--- src/hdl/zb_pkg.sv ---
// ----------------------------------------------------------------------------
// zb_pkg
// Shared types and constants of the point projection z-buffer.
// ----------------------------------------------------------------------------
`default_nettype none

package zb_pkg;

   // operation codes of an input item
   localparam logic [1:0] OP_PROJECT    = 2'd0;
   localparam logic [1:0] OP_READ       = 2'd1;
   localparam logic [1:0] OP_READ_CLEAR = 2'd2;

   // configuration register indexes
   localparam int CSR_INDEX_W = 4;
   localparam logic [CSR_INDEX_W-1:0] REG_MIN_RANGE  = 4'd0;
   localparam logic [CSR_INDEX_W-1:0] REG_MAX_RANGE  = 4'd1;
   localparam logic [CSR_INDEX_W-1:0] REG_FOCAL_COL  = 4'd2;
   localparam logic [CSR_INDEX_W-1:0] REG_FOCAL_ROW  = 4'd3;
   localparam logic [CSR_INDEX_W-1:0] REG_CENTER_COL = 4'd4;
   localparam logic [CSR_INDEX_W-1:0] REG_CENTER_ROW = 4'd5;
   localparam logic [CSR_INDEX_W-1:0] REG_COLS_USED  = 4'd6;
   localparam logic [CSR_INDEX_W-1:0] REG_ROWS_USED  = 4'd7;
   localparam int CSR_DATA_W = 23;

   // reset values of the registers
   localparam logic [22:0] MIN_RANGE_RST  = 23'd0;
   localparam logic [22:0] MAX_RANGE_RST  = 23'd100000;
   localparam logic [19:0] FOCAL_RST      = 20'd8192;
   localparam logic [9:0]  CENTER_COL_RST = 10'd512;
   localparam logic [6:0]  CENTER_ROW_RST = 7'd64;
   localparam logic [10:0] COLS_USED_RST  = 11'd1024;
   localparam logic [7:0]  ROWS_USED_RST  = 8'd128;

   localparam logic [7:0] SAT_WRITTEN = 8'd254;
   localparam logic [7:0] BYTE_MAX    = 8'd255;
   localparam logic [9:0] BRIGHT_GAIN = 10'd961;   // (2 * 15.5) squared

   // divider geometry: numerator 2*|c|*f + 16*z, denominator 32*z
   localparam int MAG_W      = 43;
   localparam int DIV_NUM_W  = 45;
   localparam int DIV_DEN_W  = 28;

   typedef struct packed {
      logic [22:0] near_limit;
      logic [22:0] far_limit;
      logic [19:0] focal_col;
      logic [19:0] focal_row;
      logic [9:0]  center_col;
      logic [6:0]  center_row;
      logic [10:0] cols_used;
      logic [7:0]  rows_used;
   } cfg_type;

   typedef struct packed {
      logic [1:0]         op;
      logic signed [23:0] pos_x;
      logic signed [23:0] pos_y;
      logic signed [23:0] pos_z;
      logic [15:0]        strength;
      logic [19:0]        point_number;
      logic [9:0]         read_col;
      logic [6:0]         read_row;
   } req_type;

   typedef struct packed {
      logic        in_view;
      logic        stored;
      logic [9:0]  pix_col;
      logic [6:0]  pix_row;
      logic        occupied;
      logic [7:0]  hue;
      logic [7:0]  saturation;
      logic [7:0]  brightness;
      logic [19:0] owner_index;
   } rsp_type;

   typedef enum logic [1:0] {
      KIND_ZERO,
      KIND_PROJ,
      KIND_READ,
      KIND_CLEAR
   } kind_type;

   // classified item between front and back
   typedef struct packed {
      kind_type         kind;
      logic             neg_x;
      logic [MAG_W-1:0] mag_x;
      logic             neg_y;
      logic [MAG_W-1:0] mag_y;
      logic [22:0]      depth;
      logic [15:0]      strength;
      logic [19:0]      point_number;
      logic [9:0]       read_col;
      logic [6:0]       read_row;
   } item_type;

endpackage

`default_nettype wire

--- src/hdl/zb_front.sv ---
// ----------------------------------------------------------------------------
// zb_front
// Classifies an incoming item: depth gate, op decode and the focal products.
// ----------------------------------------------------------------------------
`default_nettype none

module zb_front import zb_pkg::*; (
   input  wire req_type cfg_req,
   input  wire cfg_type cfg,
   output item_type     item
);

   logic [22:0] lo;
   logic        z_ok;
   logic [23:0] abs_x;
   logic [23:0] abs_y;

   always_comb begin
      lo    = (cfg.near_limit == '0) ? 23'd1 : cfg.near_limit;
      z_ok  = !cfg_req.pos_z[23] && (cfg_req.pos_z[22:0] >= lo)
              && (cfg_req.pos_z[22:0] <= cfg.far_limit);
      abs_x = cfg_req.pos_x[23] ? (24'd0 - cfg_req.pos_x) : cfg_req.pos_x;
      abs_y = cfg_req.pos_y[23] ? (24'd0 - cfg_req.pos_y) : cfg_req.pos_y;

      item.neg_x        = cfg_req.pos_x[23];
      item.neg_y        = cfg_req.pos_y[23];
      item.mag_x        = {19'd0, abs_x} * {23'd0, cfg.focal_col};
      item.mag_y        = {19'd0, abs_y} * {23'd0, cfg.focal_row};
      item.depth        = cfg_req.pos_z[22:0];
      item.strength     = cfg_req.strength;
      item.point_number = cfg_req.point_number;
      item.read_col     = cfg_req.read_col;
      item.read_row     = cfg_req.read_row;

      unique case (cfg_req.op)
         OP_PROJECT:    item.kind = z_ok ? KIND_PROJ : KIND_ZERO;
         OP_READ:       item.kind = KIND_READ;
         OP_READ_CLEAR: item.kind = KIND_CLEAR;
         default:       item.kind = KIND_ZERO;
      endcase
   end

endmodule

`default_nettype wire

--- config.mk ---
export PLATFORM = sky130hd
export DESIGN_NAME = zb_front
export DESIGN_NICKNAME = d
export VERILOG_FILES = /design/src/hdl/zb_pkg.sv /design/src/hdl/zb_front.sv
export SDC_FILE = /design/constraint.sdc
export NUM_CORES = 2
export LEC_CHECK = 0
export BUFFER_PORTS_ARGS = -buffer_cell sky130_fd_sc_hd__buf_2
export CORE_UTILIZATION = 40
export DETAILED_ROUTE_END_ITERATION = 8
export PLACE_DENSITY = 0.68
export SYNTH_ARGS = -nofsm -noshare
export SYNTH_HDL_FRONTEND = slang
export SYNTH_SLANG_ARGS = --single-unit
--- constraint.sdc ---
create_clock -name vclk -period 18
set_input_delay 1.8 -clock vclk [all_inputs]
set_output_delay 1.8 -clock vclk [all_outputs]
set_load 0.1 [all_outputs]
==> flow_metrics.tcl <==
set metrics [dict create \
    synth.top_cell.area_share_pct 45.93 \
    die_area_um2 86380 \
    status "finished, final reports clean" \
    routabilityCongestion 0.9075 \
    crit_buf_inv 7 \
    max_freq_mhz 74.66 \
    holdWs_ns 3.600 \
    syn_inst 3973 \
    hold_path.class "in -> out" \
    start_util_pct 40.60 \
    antenna_found_initial 2 \
    tightest_slew_ns 0.9457 \
    clockBufferCount 0 \
    grt_max_degree 26 \
    viasPerCell 5.039 \
    arrival_ns 11.59 \
    cp.required_ns 16.20 \
    synth_nets 5351 \
    cap_violations 0 \
    yosysTopAreaCell "fa_1" \
    ys_seq_area_share_pct 0 \
    rows 106 \
    setup_tns_ns 0 \
    vias 25990 \
    synth_area_leaders "fa_1 46%, ha_1 13%, inv_1 10%" \
    hold_violations 0 \
    synth_most_common_cell "inv_1" \
    register_area_um2 0 \
    cp_slowest_stage_delay_ns 0.63 \
    ys_top_cells_by_count "932 x inv_1, 782 x fa_1, 522 x and2_1, 508 x nand2_1, 347 x ha_1" \
    synth.distinct_cells 62 \
    io_buffers 273 \
    ant_nets 0 \
    die_x_um 293.9 \
    grt_pass1_wl_um 142900 \
    post-route-util_pct 42.81 \
    syn2layout_area_growth_pct 5.437 \
    critPathLaunchType "primary input" \
    end_kind "primary output" \
    wl_per_cell_um 16.92 \
    post_cts_buffers 0 \
    drive_above_1_share_pct 8.329 \
    core_area_um2 83950 \
    cts_hold_buf 0 \
    syn-cell-area_um2 34080 \
    synth_compound_area_share_pct 5.877 \
    crit_path_max_fanout 20 \
    cp_slowest_cell "a211oi_1" \
    placed_area_um2 35930 \
    nNetsFinal 5402 \
    synth_simple_gate_area_share_pct 18.11 \
    synth_fa_ha_area_share_pct 58.67 \
    post-route-period-util_pct 74.41 \
    grt_pass1_vias 27530 \
    wl_um 87240 \
    crit_type "in -> out" \
    overflow 0 \
    syn_avg_cell_area_um2 8.579 \
    io_pins 415 \
    dr.pass1.iters 5 \
    cp_common_cell "fa_1" \
    setup_viol 0 \
    design.seq.count 0 \
    relSlewSlack_pct 36.53 \
    maxSlewViolCount 0 \
    synth_top_family_by_area "adder cells" \
    rsz0062_at_grt "no" \
    ys.warnings.count 0 \
    muxShareOfSynthArea_pct 0.03304 \
    synth_xor_area_share_pct 3.208 \
    cp_top_family "adder cells" \
    drc 0 \
    stdcell_area_um2 35940 \
    hpwl_um 69800 \
    die_h_um 293.9 \
    drt_iter0_drc 1454 \
    cts_resized 0 \
    grt_usage_pct 20.66 \
    finalCriticalPeriod_ns 13.39 \
]
-- layout by cell type (no fill, tap or decap), types with 12 or more instances in the layout --
master and instances:
and2_1 522, nand4_1 16, inv_1 932, nor2b_1 18, xnor2_1 87, o31ai_1 12, o21ai_0 61, a31oi_1 12
o21a_1 15, a21o_1 52, buf_2 273, ha_1 347, nand2_1 508, nor3_1 16, nor2_1 60, nor4_1 12
nand3_1 14, xor2_1 34, buf_4 46, a211oi_1 13, fa_1 782, a21oi_1 75
-- per-layer routing --
metal	wire, um	GRT usage, %
met5	18	0
met1	38220	28.73
met4	1833	4.256
met2	42050	34.81
met3	5121	2.085
-- area by class of cell --
class / count / area [um^2]
timing repair buffer: 319 / 1712
multi-input combinational: 2771 / 29310
antenna: 1 / 2.502
inverter: 932 / 3498
fill: 8401 / 48020
tap: 1134 / 1419
-- stage by stage --
stage | instances | setup WS (ns)
CTS | 5156 | 4.734
floorplan | 3973 | 3.595
detailed placement | 5156 | 4.785
global placement | 5156 | 4.853
global route | 5156 | 4.112
finish | 5157 | 4.605
-- worst paths after layout --
kind                     start         to  slack (ns)  cells past startpoint
setup / recovery  cfg_req[103]  item[160]        4.61                     30
hold / removal     cfg_req[13]   item[13]        3.60                      0
-- cell families after synthesis --
family	count (synthesis)
multiplexers	1
buffers and inverters	1202
AO/OA/AOI/OAI	305
AND/OR/NAND/NOR	1212
XOR/XNOR	124
adder cells (fa/ha/maj)	1129
Power is left out: the tool's default activity adds up to more than one toggle a clock period on the data nets, which glitch-free logic cannot reach.
