===== src/hdl/zb_pkg.sv =====
// ----------------------------------------------------------------------------
// zb_pkg
// Shared types and constants of the point projection z-buffer.
// ----------------------------------------------------------------------------
`default_nettype none

package zb_pkg;

   // operation codes of an input item
   localparam logic [1:0] OP_PROJECT    = 2'd0;
   localparam logic [1:0] OP_READ       = 2'd1;
   localparam logic [1:0] OP_READ_CLEAR = 2'd2;

   // configuration register indexes
   localparam int CSR_INDEX_W = 4;
   localparam logic [CSR_INDEX_W-1:0] REG_MIN_RANGE  = 4'd0;
   localparam logic [CSR_INDEX_W-1:0] REG_MAX_RANGE  = 4'd1;
   localparam logic [CSR_INDEX_W-1:0] REG_FOCAL_COL  = 4'd2;
   localparam logic [CSR_INDEX_W-1:0] REG_FOCAL_ROW  = 4'd3;
   localparam logic [CSR_INDEX_W-1:0] REG_CENTER_COL = 4'd4;
   localparam logic [CSR_INDEX_W-1:0] REG_CENTER_ROW = 4'd5;
   localparam logic [CSR_INDEX_W-1:0] REG_COLS_USED  = 4'd6;
   localparam logic [CSR_INDEX_W-1:0] REG_ROWS_USED  = 4'd7;
   localparam int CSR_DATA_W = 23;

   // reset values of the registers
   localparam logic [22:0] MIN_RANGE_RST  = 23'd0;
   localparam logic [22:0] MAX_RANGE_RST  = 23'd100000;
   localparam logic [19:0] FOCAL_RST      = 20'd8192;
   localparam logic [9:0]  CENTER_COL_RST = 10'd512;
   localparam logic [6:0]  CENTER_ROW_RST = 7'd64;
   localparam logic [10:0] COLS_USED_RST  = 11'd1024;
   localparam logic [7:0]  ROWS_USED_RST  = 8'd128;

   localparam logic [7:0] SAT_WRITTEN = 8'd254;
   localparam logic [7:0] BYTE_MAX    = 8'd255;
   localparam logic [9:0] BRIGHT_GAIN = 10'd961;   // (2 * 15.5) squared

   // divider geometry: numerator 2*|c|*f + 16*z, denominator 32*z
   localparam int MAG_W      = 43;
   localparam int DIV_NUM_W  = 45;
   localparam int DIV_DEN_W  = 28;

   typedef struct packed {
      logic [22:0] near_limit;
      logic [22:0] far_limit;
      logic [19:0] focal_col;
      logic [19:0] focal_row;
      logic [9:0]  center_col;
      logic [6:0]  center_row;
      logic [10:0] cols_used;
      logic [7:0]  rows_used;
   } cfg_type;

   typedef struct packed {
      logic [1:0]         op;
      logic signed [23:0] pos_x;
      logic signed [23:0] pos_y;
      logic signed [23:0] pos_z;
      logic [15:0]        strength;
      logic [19:0]        point_number;
      logic [9:0]         read_col;
      logic [6:0]         read_row;
   } req_type;

   typedef struct packed {
      logic        in_view;
      logic        stored;
      logic [9:0]  pix_col;
      logic [6:0]  pix_row;
      logic        occupied;
      logic [7:0]  hue;
      logic [7:0]  saturation;
      logic [7:0]  brightness;
      logic [19:0] owner_index;
   } rsp_type;

   typedef enum logic [1:0] {
      KIND_ZERO,
      KIND_PROJ,
      KIND_READ,
      KIND_CLEAR
   } kind_type;

   // classified item between front and back
   typedef struct packed {
      kind_type         kind;
      logic             neg_x;
      logic [MAG_W-1:0] mag_x;
      logic             neg_y;
      logic [MAG_W-1:0] mag_y;
      logic [22:0]      depth;
      logic [15:0]      strength;
      logic [19:0]      point_number;
      logic [9:0]       read_col;
      logic [6:0]       read_row;
   } item_type;

endpackage

`default_nettype wire


===== src/hdl/zb_queue.sv =====
// ----------------------------------------------------------------------------
// zb_queue
// Two-entry queue of classified items between front and back.
// ----------------------------------------------------------------------------
`default_nettype none

module zb_queue import zb_pkg::*; (
   input  wire logic     clock,
   input  wire logic     reset,
   input  wire logic     push,
   input  wire item_type wdata,
   output logic          full,
   input  wire logic     pop,
   output item_type      rdata,
   output logic          empty
);

   item_type   slot_ff [2];
   logic       wr_ptr_ff;
   logic       rd_ptr_ff;
   logic [1:0] count_ff;
   logic       do_push;
   logic       do_pop;

   assign full    = count_ff == 2'd2;
   assign empty   = count_ff == 2'd0;
   assign do_push = push && !full;
   assign do_pop  = pop && !empty;
   assign rdata   = slot_ff[rd_ptr_ff];

   always_ff @(posedge clock) begin
      if (reset) begin
         wr_ptr_ff <= 1'b0;
         rd_ptr_ff <= 1'b0;
         count_ff  <= 2'd0;
      end else begin
         if (do_push) wr_ptr_ff <= !wr_ptr_ff;
         if (do_pop)  rd_ptr_ff <= !rd_ptr_ff;
         if (do_push && !do_pop)      count_ff <= count_ff + 2'd1;
         else if (do_pop && !do_push) count_ff <= count_ff - 2'd1;
      end
   end

   always_ff @(posedge clock) begin
      if (do_push) slot_ff[wr_ptr_ff] <= wdata;
   end

endmodule

`default_nettype wire


===== config.mk =====
export PLATFORM = sky130hd
export DESIGN_NAME = zb_queue
export DESIGN_NICKNAME = d
export VERILOG_FILES = /design/src/hdl/zb_pkg.sv /design/src/hdl/zb_queue.sv
export SDC_FILE = /design/constraint.sdc
export NUM_CORES = 1
export LEC_CHECK = 0
export BUFFER_PORTS_ARGS = -buffer_cell sky130_fd_sc_hd__buf_4
export CORE_MARGIN = 1
export CORE_UTILIZATION = 52
export DETAILED_ROUTE_END_ITERATION = 16
export GPL_TIMING_DRIVEN = 0
export PLACE_DENSITY = 0.79
export RECOVER_POWER = 50
export SKIP_LAST_GASP = 1
export SLEW_MARGIN = 10
export SYNTH_ARGS = -nofsm -noshare
export SYNTH_HDL_FRONTEND = slang
export SYNTH_SLANG_ARGS = --single-unit

===== constraint.sdc =====
create_clock -name clock -period 6.4 [get_ports clock]
set_input_delay 0.96 -clock clock [delete_from_list [all_inputs] [get_ports clock]]
set_output_delay 0.96 -clock clock [all_outputs]
set_load 0.02 [all_outputs]

==> results.ini <==
[run_status]
outcome=finished, violations left
violations=max-capacitance violations, max-slew violations

[place]
port_buffers=337
placed_area_um2=15300
dp.cells=1194
gp_congestion=0.754
dp_hpwl_mm=16.1

[power]
p_per_area_nw_per_um2=414
ir_worst_vdd_mv=0.267
cellLeakagePower_nw=5.96

[critical_path]
cp.arrival_ns=4.40
crit_required_ns=6.57
crit_type=input port to flip-flop
cp-start-kind=input port
cp-end-kind=flip-flop
cp_max_fo=58
crit_slowest_cell=and2_0
cp_cell_sequence=clkbuf_4, inv_1, nor2_1, and2_0, buf_16
path_buf_inv=3
critPathTopFamily=simple AND/OR/NAND/NOR gates
slowest_delay_ns=2.76

[synthesis]
syn_nets=712
muxShareOfSynthArea_pct=15.3
netlist_area_um2=12200
ys_seq_area_share_pct=82.3
yosys_warnings=0
synth_fa_ha_area_share_pct=0.102
synth.avg_cell_area_um2=22.6
synth-xor-area-share_pct=0.215
synth_cell_types=15
synth_compound_area_share_pct=0.204
synth_top_family_by_area=multiplexers
yosys.area_share.simple_pct=0.378
ys_ff_latch=337
syn_inst=541

[sta]
setup_viol=0
skew_ns=0.0107
fin_crit_sh_pct=66.1
max_freq_ghz=0.236
slew_viol_final=53
final-hold-violation-count=0
period_minus_slack_ns=4.23
relSlewSlack_pct=-154
rsz0062_at_grt=false
setup_tns_ns=0
tightest_slew_ns=3.81

[finish]
antenna_cells=0
mostFrequentLayoutCells=edfxtp_1 (332), buf_4 (172), mux2_2 (166), clkbuf_4 (146), clkbuf_16 (37)
nets=1088
nFillCells=1515
final_common_cell=edfxtp_1
drive_above_1_share_pct=58.3
fin_area_um2=16200
final_cell_count_no_fill=1250
area_growth_pct=32.4
fin_util_pct=70.9

[clocking]
cts_inserted_buffers=34
root_buffer=clkbuf_16
cts_resized=0
cts.path.max_buffers=3
cts_hold_buf=0
clock_sinks=337
cts_setup_buffers=0
cts_tree=built
clock_latency_ns=0.50
clkTransAtPathRegs_ns=0.06
htreeDepth=2

[floorplanning]
io_pins=338
die_w_um=155
die-height_um=155
core_um2=22800
rows=55
start_util_pct=53.6
die_area_um2=24200

[drt]
drc=0
drtIter0Drc=233
ant_nets=0
wl_per_cell_um=19.3
viasPerCell=5.07
first_pass_iters=4
routed_wl_mm=24.1
vias=6333

[grt]
overflow=0
grt_start_max_net_pins=107
grt_pass1_vias=6763
antenna_found_initial=0
grt_pass1_wl_mm=35.3
track_usage_pct=19.6

[worst_hold_path]
hp-class=flip-flop to flip-flop

[run]
drv_cap=1

==> power by group <==
| group | leakage, nW | total [W] | internal [W] | switching [W] |
|---|---|---|---|---|
| clock | 0.501 | 0.00183 | 0.00109 | 0.000741 |
| combinational | 2.32 | 0.00203 | 0.000929 | 0.00111 |
| sequential | 3.14 | 0.00284 | 0.00278 | 0.0000658 |
| total | 5.96 | 0.00670 | 0.00479 | 0.00191 |
==> tightest hold or removal path: stages (launching register included) <==
cell and delay, ns:
dfxtp_1 0.31, o21ai_0 0.07, a21oi_1 0.07
==> metrics by stage <==
step	hold slack, ns	setup slack (ns)	total power (W)
finish	0.493	2.17	0.00670
global placement	0.468	-1.36	0.00498
global route	0.529	1.83	0.00696
CTS	0.494	3.48	0.00679
floorplan	0.452	0.904	0.00414
detailed placement	0.482	3.53	0.00494
==> routing by layer <==
| metal | wire length [um] | track usage [%] |
|---|---|---|
| met1 | 8310 | 20.2 |
| met2 | 12800 | 35.7 |
| met3 | 2260 | 7.13 |
| met4 | 751 | 7.94 |
| met5 | 0 | 0 |
==> area by class of cell <==
type / instances / area [um^2] / share of cell area (%)
Tap cell: 313 / 392 / 2.42
Multi-Input combinational cell: 184 / 1980 / 12.2
Timing Repair Buffer: 340 / 2530 / 15.6
Clock buffer: 47 / 963 / 5.95
Buffer: 18 / 183 / 1.13
Sequential cell: 337 / 10100 / 62.2
Inverter: 2 / 15.0 / 0.0927
Clock inverter: 9 / 63.8 / 0.394
==> logic make-up (layout without fill, tap and decap cells) <==
family,Yosys count,in the layout
buffers and inverters,20,416
muxes,166,166
adders and majority gates,1,1
DFF,337,337
xor gates and xnor gates,3,3
AOI/OAI and AO/OA,5,5
and+or+nand+nor,9,9
==> synthesized netlist by cell type, drive strengths merged <==
cell type	number	area [um^2]
nor2b	1	8.76
mux2	166	1870
o21ai	3	15.0
or3	2	12.5
edfxtp	332	9970
xor2	3	26.3
inv	2	7.51
dfxtp	5	100
and2	1	6.26
ha	1	12.5
buf	18	183
a21oi	2	10.0
nor2	5	18.8
==> state kept, by name (all words and copies together), names as in the netlist, named ones only <==
name	count
wr_ptr_ff	1
rd_ptr_ff	1
slot_ff	332
count_ff	2
==> final timing paths <==
path              cells after the start  slack [ns]         from             end
setup / recovery                      5        2.17         push  slot_ff[1][56]
hold / removal                        2        0.49    wr_ptr_ff       wr_ptr_ff
setup reg to reg                      4        2.26  count_ff[0]  slot_ff[1][56]
hold reg to reg                       2        0.49    wr_ptr_ff       wr_ptr_ff
No activity file was read; power rests on OpenSTA's default activity.
